`config.mk`:
```
export PLATFORM = sky130hd
export DESIGN_NAME = lcd_mode_line_sequencer_top
export DESIGN_NICKNAME = d
export VERILOG_FILES = /design/src/sv/lms_pkg.sv /design/src/sv/lcd_mode_line_sequencer_top.sv /design/src/sv/lms_step.sv
export SDC_FILE = /design/constraint.sdc
export NUM_CORES = 1
export LEC_CHECK = 0
export ABC_AREA = 0
export ABC_CLOCK_PERIOD_IN_PS = 6160
export BUFFER_PORTS_ARGS = -buffer_cell sky130_fd_sc_hd__buf_2
export CAP_MARGIN = 40
export CORE_ASPECT_RATIO = 0.6
export CORE_MARGIN = 3
export CORE_UTILIZATION = 40
export CTS_CLUSTER_DIAMETER = 40
export DETAILED_ROUTE_END_ITERATION = 10
export HOLD_SLACK_MARGIN = 0.03
export PLACE_DENSITY = 0.56
export SETUP_SLACK_MARGIN = 0.3
export SYNTH_ARGS = -nofsm -noshare
export SYNTH_HDL_FRONTEND = slang
export SYNTH_SLANG_ARGS = --single-unit
export TNS_END_PERCENT = 1
```
`constraint.sdc`:
```
create_clock -name i_clk -period 6.16 [get_ports i_clk]
set_clock_uncertainty 0.15 [all_clocks]
set_input_delay 1.232 -clock i_clk [delete_from_list [all_inputs] [get_ports i_clk]]
set_output_delay 1.232 -clock i_clk [all_outputs]
set_load 0.02 [all_outputs]
```
`src/sv/lms_pkg.sv`:
```
// Shared types, timing constants and register indexes for the LCD mode/line sequencer.
`default_nettype none

package lms_pkg;

    localparam int TIME_WIDTH_DEF = 32;
    localparam int CFG_INDEX_W    = 3;
    localparam int CFG_DATA_W     = 8;
    localparam int OUT_DATA_W     = 32;

    // Mode durations in clocks
    localparam int unsigned T_HBLANK  = 204;
    localparam int unsigned T_VLINE   = 456;
    localparam int unsigned T_VBLANK  = 4560;
    localparam int unsigned T_OAM     = 80;
    localparam int unsigned T_XFER    = 172;
    localparam int unsigned T_REFRESH = 16384;

    localparam logic [7:0] FIRST_VBLANK_LINE = 8'd144;

    // Register indexes on the configuration port
    localparam logic [CFG_INDEX_W-1:0] CFG_DISPLAY_ENABLE = 3'd0;
    localparam logic [CFG_INDEX_W-1:0] CFG_LAYER_ENABLES  = 3'd1;
    localparam logic [CFG_INDEX_W-1:0] CFG_STAT_IRQ_EN    = 3'd2;
    localparam logic [CFG_INDEX_W-1:0] CFG_LINE_COMPARE   = 3'd3;
    localparam logic [CFG_INDEX_W-1:0] CFG_SCROLL_Y       = 3'd4;

    // Mode codes as seen on the result
    localparam logic [1:0] LCD_MODE_HBLANK = 2'd0;
    localparam logic [1:0] LCD_MODE_VBLANK = 2'd1;
    localparam logic [1:0] LCD_MODE_OAM    = 2'd2;
    localparam logic [1:0] LCD_MODE_XFER   = 2'd3;

    // STAT enable bits
    localparam int STAT_EN_HBLANK = 0;
    localparam int STAT_EN_VBLANK = 1;
    localparam int STAT_EN_OAM    = 2;
    localparam int STAT_EN_LYC    = 3;

    // Layer enable bits
    localparam int LAYER_BG     = 0;
    localparam int LAYER_WINDOW = 1;
    localparam int LAYER_SPRITE = 2;

    typedef enum logic [3:0] {
        MODE_HBLANK = 4'b0001,
        MODE_VBLANK = 4'b0010,
        MODE_OAM    = 4'b0100,
        MODE_XFER   = 4'b1000
    } t_mode;

    typedef struct packed {
        t_mode      mode;
        logic [7:0] line;
        logic       powering_on;
        logic       coincidence;
    } t_ctl;

    typedef struct packed {
        logic       display_enable;
        logic [2:0] layer_enables;
        logic [3:0] stat_irq_enables;
        logic [7:0] line_compare;
        logic [7:0] scroll_y;
    } t_cfg;

    typedef struct packed {
        logic [1:0] obj_window_line_draw;
        logic [7:0] bg_line_index;
        logic       bg_line_draw;
        logic       poll_request;
        logic       frame_draw;
        logic       stat_irq;
        logic       vblank_irq;
        logic       coincidence;
        logic [7:0] current_line;
        logic [1:0] lcd_mode;
    } t_result;

    function automatic logic [1:0] mode_code(input t_mode m);
        logic [1:0] code;
        case (m)
            MODE_HBLANK: code = LCD_MODE_HBLANK;
            MODE_VBLANK: code = LCD_MODE_VBLANK;
            MODE_OAM:    code = LCD_MODE_OAM;
            MODE_XFER:   code = LCD_MODE_XFER;
            default:     code = LCD_MODE_VBLANK;
        endcase
        return code;
    endfunction

endpackage

`default_nettype wire

```
`src/sv/lcd_mode_line_sequencer_top.sv`:
```
// LCD mode/line sequencer: timestamp stream in, mode/line/request stream out.
// Result path: input register, then result register.
// Throughput: one timestamp per cycle while the result stream is not stalled; the state
//   update is done in the cycle a timestamp moves from the input to the result register.
// Reset (synchronous, active low): mode V-blank, line 0, powering-on set, times and
//   configuration cleared, both stages empty.
`default_nettype none

module lcd_mode_line_sequencer_top #(
    parameter int TIME_WIDTH = lms_pkg::TIME_WIDTH_DEF
) (
    input  wire logic                               i_clk,
    input  wire logic                               i_rst_n,
    // configuration write port
    input  wire logic                               i_cfg_we,
    input  wire logic [lms_pkg::CFG_INDEX_W-1:0]    i_cfg_index,
    input  wire logic [lms_pkg::CFG_DATA_W-1:0]     i_cfg_data,
    // timestamp stream
    input  wire logic                               i_s_axis_tvalid,
    output logic                                    o_s_axis_tready,
    // tdata: cpu_clock[TIME_WIDTH-1:0], zero fill up to whole bytes
    input  wire logic [((TIME_WIDTH+7)/8)*8-1:0]    i_s_axis_tdata,
    // result stream
    output logic                                    o_m_axis_tvalid,
    input  wire logic                               i_m_axis_tready,
    // tdata: lcd_mode[1:0], current_line[9:2], coincidence[10], vblank_irq[11],
    //   stat_irq[12], frame_draw[13], poll_request[14], bg_line_draw[15],
    //   bg_line_index[23:16], obj_window_line_draw[25:24], zeros[31:26]
    output logic [lms_pkg::OUT_DATA_W-1:0]          o_m_axis_tdata
);

    logic                  r_in_valid;
    logic [TIME_WIDTH-1:0] r_in_time;

    lms_pkg::t_ctl         r_ctl;
    lms_pkg::t_ctl         n_ctl;
    logic [TIME_WIDTH-1:0] r_line_start;
    logic [TIME_WIDTH-1:0] n_line_start;
    logic [TIME_WIDTH-1:0] r_refresh;
    logic [TIME_WIDTH-1:0] n_refresh;
    logic [TIME_WIDTH-1:0] r_vb_start;
    logic [TIME_WIDTH-1:0] n_vb_start;

    lms_pkg::t_cfg         r_cfg;
    lms_pkg::t_result      n_res;

    logic                  r_out_valid;
    logic [lms_pkg::OUT_DATA_W-1:0] r_out_data;

    logic                  advance;

    // move the held request into the result register when that slot frees up
    assign advance         = r_in_valid && (!r_out_valid || i_m_axis_tready);
    assign o_s_axis_tready = !r_in_valid || advance;

    always_ff @(posedge i_clk) begin
        if (!i_rst_n) begin
            r_cfg <= '0;
        end else if (i_cfg_we) begin
            case (i_cfg_index)
                lms_pkg::CFG_DISPLAY_ENABLE: r_cfg.display_enable   <= i_cfg_data[0];
                lms_pkg::CFG_LAYER_ENABLES:  r_cfg.layer_enables    <= i_cfg_data[2:0];
                lms_pkg::CFG_STAT_IRQ_EN:    r_cfg.stat_irq_enables <= i_cfg_data[3:0];
                lms_pkg::CFG_LINE_COMPARE:   r_cfg.line_compare     <= i_cfg_data;
                lms_pkg::CFG_SCROLL_Y:       r_cfg.scroll_y         <= i_cfg_data;
                default:                     r_cfg                  <= r_cfg;
            endcase
        end
    end

    always_ff @(posedge i_clk) begin
        if (!i_rst_n) begin
            r_in_valid <= 1'b0;
        end else if (o_s_axis_tready) begin
            r_in_valid <= i_s_axis_tvalid;
        end
    end

    always_ff @(posedge i_clk) begin
        if (o_s_axis_tready && i_s_axis_tvalid) begin
            r_in_time <= i_s_axis_tdata[TIME_WIDTH-1:0];
        end
    end

    lms_step #(
        .TIME_WIDTH (TIME_WIDTH)
    ) u_step (
        .i_time       (r_in_time),
        .i_ctl        (r_ctl),
        .i_line_start (r_line_start),
        .i_refresh    (r_refresh),
        .i_vb_start   (r_vb_start),
        .i_cfg        (r_cfg),
        .o_ctl        (n_ctl),
        .o_line_start (n_line_start),
        .o_refresh    (n_refresh),
        .o_vb_start   (n_vb_start),
        .o_res        (n_res)
    );

    always_ff @(posedge i_clk) begin
        if (!i_rst_n) begin
            r_ctl.mode        <= lms_pkg::MODE_VBLANK;
            r_ctl.line        <= 8'd0;
            r_ctl.powering_on <= 1'b1;
            r_ctl.coincidence <= 1'b0;
            r_line_start      <= '0;
            r_refresh         <= '0;
            r_vb_start        <= '0;
        end else if (advance) begin
            r_ctl        <= n_ctl;
            r_line_start <= n_line_start;
            r_refresh    <= n_refresh;
            r_vb_start   <= n_vb_start;
        end
    end

    always_ff @(posedge i_clk) begin
        if (!i_rst_n) begin
            r_out_valid <= 1'b0;
        end else if (advance) begin
            r_out_valid <= 1'b1;
        end else if (i_m_axis_tready) begin
            r_out_valid <= 1'b0;
        end
    end

    always_ff @(posedge i_clk) begin
        if (advance) begin
            r_out_data <= {{(lms_pkg::OUT_DATA_W - $bits(lms_pkg::t_result)){1'b0}}, n_res};
        end
    end

    assign o_m_axis_tvalid = r_out_valid;
    assign o_m_axis_tdata  = r_out_data;

`ifndef SYNTHESIS
    // a frame request is only made on V-blank entry, together with poll and V-blank irq
    a_frame_on_vblank_entry: assert property (@(posedge i_clk) disable iff (!i_rst_n)
        (o_m_axis_tvalid && o_m_axis_tdata[13]) |->
        (o_m_axis_tdata[14] && o_m_axis_tdata[11]
         && (o_m_axis_tdata[1:0] == lms_pkg::LCD_MODE_VBLANK)))
        else $error("frame request outside V-blank entry");

    a_bg_draw_in_xfer: assert property (@(posedge i_clk) disable iff (!i_rst_n)
        (o_m_axis_tvalid && o_m_axis_tdata[15]) |->
        (o_m_axis_tdata[1:0] == lms_pkg::LCD_MODE_XFER))
        else $error("background line request outside pixel transfer");

    a_obj_draw_in_hblank: assert property (@(posedge i_clk) disable iff (!i_rst_n)
        (o_m_axis_tvalid && (o_m_axis_tdata[25:24] != 2'b00)) |->
        (o_m_axis_tdata[1:0] == lms_pkg::LCD_MODE_HBLANK))
        else $error("sprite/window line request outside H-blank");

    // visible modes never run on a V-blank line
    a_visible_line_range: assert property (@(posedge i_clk) disable iff (!i_rst_n)
        (r_ctl.mode != lms_pkg::MODE_VBLANK) |-> (r_ctl.line < lms_pkg::FIRST_VBLANK_LINE))
        else $error("visible mode on V-blank line");
`endif

endmodule

`default_nettype wire

```
`src/sv/lms_step.sv`:
```
// Next-state and result logic for one timestamp of the LCD mode/line sequencer.
`default_nettype none

module lms_step #(
    parameter int TIME_WIDTH = lms_pkg::TIME_WIDTH_DEF
) (
    input  wire logic [TIME_WIDTH-1:0] i_time,
    input  wire lms_pkg::t_ctl         i_ctl,
    input  wire logic [TIME_WIDTH-1:0] i_line_start,
    input  wire logic [TIME_WIDTH-1:0] i_refresh,
    input  wire logic [TIME_WIDTH-1:0] i_vb_start,
    input  wire lms_pkg::t_cfg         i_cfg,
    output lms_pkg::t_ctl              o_ctl,
    output logic [TIME_WIDTH-1:0]      o_line_start,
    output logic [TIME_WIDTH-1:0]      o_refresh,
    output logic [TIME_WIDTH-1:0]      o_vb_start,
    output lms_pkg::t_result           o_res
);

    localparam logic [TIME_WIDTH-1:0] HBLANK_LEN  = TIME_WIDTH'(lms_pkg::T_HBLANK);
    localparam logic [TIME_WIDTH-1:0] VLINE_LEN   = TIME_WIDTH'(lms_pkg::T_VLINE);
    localparam logic [TIME_WIDTH-1:0] VBLANK_LEN  = TIME_WIDTH'(lms_pkg::T_VBLANK);
    localparam logic [TIME_WIDTH-1:0] OAM_LEN     = TIME_WIDTH'(lms_pkg::T_OAM);
    localparam logic [TIME_WIDTH-1:0] XFER_LEN    = TIME_WIDTH'(lms_pkg::T_XFER);
    localparam logic [TIME_WIDTH-1:0] REFRESH_LEN = TIME_WIDTH'(lms_pkg::T_REFRESH);

    logic [TIME_WIDTH-1:0] d_line;
    logic [TIME_WIDTH-1:0] d_vblank;
    logic [TIME_WIDTH-1:0] d_refresh;
    logic [7:0]            line_inc;

    assign d_line    = i_time - i_line_start;
    assign d_vblank  = i_time - i_vb_start;
    assign d_refresh = i_time - i_refresh;
    assign line_inc  = i_ctl.line + 8'd1;

    always_comb begin
        o_ctl        = i_ctl;
        o_line_start = i_line_start;
        o_refresh    = i_refresh;
        o_vb_start   = i_vb_start;
        o_res        = '0;

        case (i_ctl.mode)
            lms_pkg::MODE_HBLANK: begin
                if (d_line >= HBLANK_LEN) begin
                    o_ctl.line   = line_inc;
                    o_line_start = i_time;
                    if (line_inc >= lms_pkg::FIRST_VBLANK_LINE) begin
                        o_ctl.mode     = lms_pkg::MODE_VBLANK;
                        o_vb_start     = i_time;
                        o_refresh      = i_time;
                        o_res.stat_irq = i_cfg.stat_irq_enables[lms_pkg::STAT_EN_VBLANK];
                        o_res.vblank_irq = i_cfg.display_enable;
                        // frame and poll only once a full refresh period has passed
                        if (d_refresh >= REFRESH_LEN) begin
                            o_res.frame_draw   = i_cfg.display_enable;
                            o_res.poll_request = 1'b1;
                        end
                    end else begin
                        o_ctl.mode     = lms_pkg::MODE_OAM;
                        o_res.stat_irq = i_cfg.stat_irq_enables[lms_pkg::STAT_EN_OAM];
                    end
                end
            end
            lms_pkg::MODE_VBLANK: begin
                if (d_line >= VLINE_LEN) begin
                    if (!i_ctl.powering_on) begin
                        o_ctl.line = line_inc;
                    end
                    o_line_start = i_time;
                end
                // timeout wins over a line tick in the same step
                if (d_vblank >= VBLANK_LEN) begin
                    o_ctl.mode        = lms_pkg::MODE_OAM;
                    o_ctl.line        = 8'd0;
                    o_ctl.powering_on = 1'b0;
                    o_line_start      = i_time;
                    o_res.stat_irq    = i_cfg.stat_irq_enables[lms_pkg::STAT_EN_OAM];
                end
            end
            lms_pkg::MODE_OAM: begin
                if (d_line >= OAM_LEN) begin
                    o_ctl.mode         = lms_pkg::MODE_XFER;
                    o_line_start       = i_time;
                    o_res.bg_line_draw = i_cfg.display_enable
                                         & i_cfg.layer_enables[lms_pkg::LAYER_BG];
                end
            end
            lms_pkg::MODE_XFER: begin
                if (d_line >= XFER_LEN) begin
                    o_ctl.mode     = lms_pkg::MODE_HBLANK;
                    o_line_start   = i_time;
                    o_res.stat_irq = i_cfg.stat_irq_enables[lms_pkg::STAT_EN_HBLANK];
                    o_res.obj_window_line_draw[0] = i_cfg.display_enable
                        & i_cfg.layer_enables[lms_pkg::LAYER_SPRITE];
                    o_res.obj_window_line_draw[1] = i_cfg.display_enable
                        & i_cfg.layer_enables[lms_pkg::LAYER_WINDOW];
                end
            end
            default: begin
                o_ctl.mode = i_ctl.mode;
            end
        endcase

        // re-evaluate coincidence only on a line change
        if (o_ctl.line != i_ctl.line) begin
            if (i_cfg.display_enable && (o_ctl.line == i_cfg.line_compare)) begin
                o_ctl.coincidence = 1'b1;
                if (i_cfg.stat_irq_enables[lms_pkg::STAT_EN_LYC]) begin
                    o_res.stat_irq = 1'b1;
                end
            end else begin
                o_ctl.coincidence = 1'b0;
            end
        end

        o_res.lcd_mode      = lms_pkg::mode_code(o_ctl.mode);
        o_res.current_line  = o_ctl.line;
        o_res.coincidence   = o_ctl.coincidence;
        o_res.bg_line_index = i_cfg.scroll_y + o_ctl.line;
    end

endmodule

`default_nettype wire
```
Word-level counts from Yosys, hierarchy flattened:

Cells that the tools add are included.

* register bits after elaboration: 162
* input bits: 48
* output and inout port bits: 34

* bitwise logic cells: 3
* muxes and demuxes: 30
* add/subtract/negate cells: 4
* reductions and logical operators: 22
* equal/unequal tests: 17
* $lt $le $gt $ge: 7

Operators with widths (count)
* 32-bit 2-to-1 mux: 5
* 32-bit one-hot mux with 4 select lines: 1
* 32-bit by 8-bit >= comparator with 1-bit output (second input constant): 2
* 32-bit subtractor: 2
* 32-bit by 13-bit >= comparator with 1-bit output (second input constant): 1
* 32-bit by 15-bit >= comparator with 1-bit output (second input constant): 1
* 32-bit by 7-bit >= comparator with 1-bit output (second input constant): 1
* 32-bit by 9-bit >= comparator with 1-bit output (second input constant): 1
* 8-bit 2-to-1 mux: 2
* 4-bit one-hot mux with 4 select lines: 1
* 8-bit one-hot mux with 2 select lines: 1
* 2-bit AND reduction: 7
* 13-bit 2-to-1 mux: 1
* 12-bit 2-to-1 mux: 1
* 1-bit 2-to-1 mux: 11
* 8-bit by 1-bit adder with 8-bit output (second input constant): 1
* 8-bit adder: 1
* 4-bit by 1-bit == test with 1-bit output (second input constant): 2
* 4-bit by 3-bit == test with 1-bit output (second input constant): 2
* 4-bit == test (second input constant): 2
* 8-bit == test: 1
* 8-bit >= comparator (second input constant): 1
* 4-bit 2-to-1 mux: 2
* 8-bit != test: 1
* 20 further kinds: 32

Depth between registers and ports, before layout:

* word-level depth: 9
* depth in mapped cells: 26
* mapped depth without buffers: 24

By module:

A second synthesis with hierarchy kept.

* cell total of the unflattened synthesis: 1881
* area total of the unflattened synthesis: 14970.6 µm²

Modules (own cells, without submodules)
* lms_step: cells each 1233, seq. area each 0.0 µm², area each 7913.8 µm², times used 1
* lcd_mode_line_sequencer_top: cells each 648, seq. area each 4464.3 µm², area each 7056.8 µm², times used 1

Worst setup path before layout:

No wires, ideal clock.

* kind: register -> register
* start: register r_in_time[0]
* end: register r_out_data (netlist bit o_m_axis_tdata[23]) (data pin)
* stages on the path, launching flop included: 24
* setup time: 268 ps
* clock period less this slack: 5966 ps
* required time: 5742 ps
* data arrival time: 5548 ps
* path slack: 194 ps
* cells stage by stage: edfxtp_1 > inv_1 > ha_1 > fa_1 > and2b_1 > o21ai_2 > a21boi_2 > or3_4 > mux2_1 > or4_1 > or4_4 > nor4_4 > a21o_4 > a2bb2oi_1 > o21ai_0 > ha_1 > a21o_1 > a21oi_1 > o21bai_1 > a21oi_1 > o21bai_1 > a21oi_1 > xnor2_1 > xnor2_1

RTL lines
* start, declared: RTL line lcd_mode_line_sequencer_top.sv:33 `logic [TIME_WIDTH-1:0] r_in_time;`
* start signal, assigned: RTL line lcd_mode_line_sequencer_top.sv:81 `r_in_time <= i_s_axis_tdata[TIME_WIDTH-1:0];`
* end signal, assigned: RTL line lcd_mode_line_sequencer_top.sv:130 `r_out_data <= {{(lms_pkg::OUT_DATA_W - $bits(lms_pkg::t_result)){1'b0}}, n_res};`
* end, declared: RTL line lcd_mode_line_sequencer_top.sv:48 `logic [lms_pkg::OUT_DATA_W-1:0] r_out_data;`

==> out/results.txt <==
P&R area growth vs syn -> 17.8%
Post-CTS Hold Buffers -> 0
H-tree Lvls -> 4
vias per std cell -> 5.83
Port Buffers -> 75
CTS tree -> done
Final WS setup -> 0.463 ns
R2R Setup Slk -> 0.46 ns
maxcap violations -> 0
area of the multi-input gates -> 7530 um^2
CP Launch Type -> flop
f_max -> 176 MHz
top cells by area, synth -> dfxtp_1 18%, edfxtp_1 15%, ha_1 7.5%, nand2_1 5.6%, mux2i_1 4.4%
CTS max path bufs -> 2
fin crit period -> 5.70 ns
worst path cell trace -> inv_2 -> ha_4 -> fa_2 -> and2b_2 -> o21ai_4 -> a21boi_2 -> or3_4 -> mux2_4 -> or4_4 -> or4_4 -> nor4_4 -> buf_4 -> buf_4 -> a211oi_1 -> xnor2_1 -> o22ai_1 -> a21o_1 -> ha_1 -> a21oi_2 -> xnor2_1 -> xnor2_1
fin crit share -> 92.5%
IO Pins -> 82
Final nets -> 1641
#FFs+latches synth -> 162
R2R Path End -> o_m_axis_tdata[23]
Starting Density -> 41.6%
IR drop worst, VDD -> 0.179 mV
family with the most delay on the worst path -> simple AND/OR/NAND/NOR gates
Reg area -> 3820 um^2
pwr dens -> 219 nW/um^2
clock power share -> 35.7%
setup TNS -> 0 ns
CTS Sinks -> 162
Buf/Inv on CP -> 3
CP max-delay cell -> or4_4
final setup fails -> 0
DP Area -> 12800 um^2
Syn Area/Cell -> 8.33 um^2
Pleak -> 5.31 nW
largest area contributor in the netlist -> dfxtp_1
Post-synth EDFFs -> 58
layout cell share with drive strength beyond 1 -> 18.0%
WP data arrival -> 5.75 ns
Rows -> 47
Yosys top cell area share -> 17.7%
post-synthesis cell area -> 11700 um^2
Finished Cell Area -> 13800 um^2
Gate Count Post-Synth -> 1410
Max-slew headroom -> 49.0%
WP data required -> 6.21 ns
most frequent cell after synthesis -> nand2_1
final hold vios -> 0
critical path class -> reg -> reg
Die ar. -> 31500 um^2
Logic pwr share -> 24.7%
global route overflow -> 0
Crit path top cell by count -> xnor2_1
n_diodes -> 0
Pre-Repair DR Iteration Count -> 5
Seq/Total Area, Yosys -> 32.5%
vias in the first global route -> 9738
DRT iter0 DRCs -> 1100
total number of yosys warnings -> 0
fin cells -> 1900
number of cells on the critical path -> 21
status -> finished, final reports clean
total power -> 3.03 mW
pin count of the biggest net entering global routing -> 61
switch share -> 34.5%
hpwl dp -> 29.5 mm
Reg2Reg Depth -> 21
GPL Wtd Cong -> 0.970
cts bufs inserted -> 17
CP Capture Type -> flop
unrepaired setup endpoints after global routing -> yes
clk slew on worst S/H paths -> 0.08 ns
sequential share of power -> 39.6%
clock root buffer -> clkbuf_16
worst skew pair latency -> 0.47 ns
Cells after DPL -> 1855
Critical Path Max Stage Delay -> 0.56 ns
distinct cell type count after synthesis -> 95
DRC -> 0
routed vias -> 11.1k
critical path startpoint -> r_in_time[0]
die height -> 139 um
final WL -> 38.4 mm
layout filler cell count -> 2716
CP Capture Point -> o_m_axis_tdata[23]
Final Max Slew Viols -> 0
net load switching power -> 1.04 mW
Detail Route Antenna Nets -> 0
GRT Overall Usage -> 24.1%
Async SR Flop Fraction -> 0%
Pint -> 1.98 mW
first-pass GRT wire length -> 58.8 mm
Hold Path Class -> reg -> reg
routed length per instance -> 20.2 um
Primary FF master, synth -> dfxtp_1
Worst Path Max Fanout -> 5
Least-Margin Pin Slew -> 0.764 ns
worst slack, placed -> 0.0456 ns
Die W -> 227 um
Synth top cells by count -> 175 x nand2_1, 104 x dfxtp_1, 102 x a21oi_1
initial antenna violation count -> 1
reg-to-reg startpoint -> r_in_time[0]
Core Region -> 28200 um^2
-- state kept, by name, indices dropped and copies added (netlist names) --
| name | flops |
|---|---|
| r_line_start | 32 |
| o_m_axis_tvalid | 1 |
| r_in_time | 32 |
| o_m_axis_tdata | 26 |
| r_vb_start | 32 |
| r_cfg | 24 |
| r_ctl | 14 |
| r_in_valid | 1 |
-- how the worst min path moves through the flow --
stage,start,to,slack [ns],cells past startpoint
floorplan,r_vb_start[10],r_vb_start[10],0.29,2
global placement,r_vb_start[20],r_vb_start[20],0.30,2
detailed placement,r_vb_start[9],r_vb_start[9],0.31,2
CTS,r_vb_start[9],r_vb_start[9],0.32,2
global route,r_vb_start[13],r_vb_start[13],0.34,2
finish,r_vb_start[17],r_vb_start[17],0.31,2
-- through the flow --
stage	util, %	hold slack (ns)
finish	49.0	0.315
global placement	45.4	0.301
floorplan	-	0.293
detailed placement	45.5	0.307
global route	49.0	0.339
CTS	47.7	0.317
-- kinds of logic (layout without fill, tap and decap cells) --
group / after synthesis / after routing / synth area share (%)
AOI/OAI and AO/OA: 396 / 396 / 22.6
xor gates and xnor gates: 50 / 50 / 3.73
adders and majority gates: 73 / 73 / 7.97
buffers and inverters: 175 / 293 / 6.29
DFF: 162 / 162 / 32.5
muxes: 55 / 55 / 4.75
other: 1 / 6 / 0.0319
and+or+nand+nor: 498 / 498 / 22.1
-- area by class of cell --
type	instances	area share, %
Multi-Input combinational cell	1078	54.4
Clock inverter	15	1.07
Inverter	96	2.60
Clock buffer	17	3.07
Timing Repair Buffer	165	7.93
Tap cell	367	3.32
Sequential cell	162	27.6
-- worst min-delay path: stages (launching register included) --
cell      delay [ns]
dfxtp_1         0.31
nand2_1         0.05
a21boi_0        0.06
-- metal layers --
metal	global-route usage [%]	share of wire (%)
met1	41.0	53
met2	29.1	36
met3	6.28	9.8
met4	4.45	0.89
met5	0	0
-- power groups by stage --
stage | Combinational [mW] | Clock [mW] | Sequential, mW
2_1_floorplan | 0.482 | 0 | 1.21
3_3_place_gp | 0.694 | 0 | 1.22
3_5_place_dp | 0.694 | 0 | 1.22
4_1_cts | 0.699 | 1.11 | 1.20
5_1_grt | 0.817 | 1.15 | 1.20
6_report | 0.748 | 1.08 | 1.20
-- cell usage in the layout (no fill, tap or decap), types with 13 or more instances in the layout --
cell       count
o21ai_0       67
o211ai_1      14
nand2b_1      15
nor3_1        23
xor2_1        21
buf_4         83
ha_1          63
nand3_1       27
clkbuf_16     17
nor2_1        65
and3_1        13
mux2i_1       52
and2_1        16
a21boi_0      48
xnor2_1       29
a21o_1        17
nand4_1       25
nand2_1      173
a21oi_1       91
or3_1         15
edfxtp_1      58
nor2b_1       58
inv_1         92
buf_2         76
o21a_1        15
dfxtp_1      104
-- what timing repair did --
item	CTS	global route
pin swaps	4	26
setup buffers	1	12
resized for setup	10	69
endpoints found under the setup margin	7	40
Power figures use the tool's default switching activity.
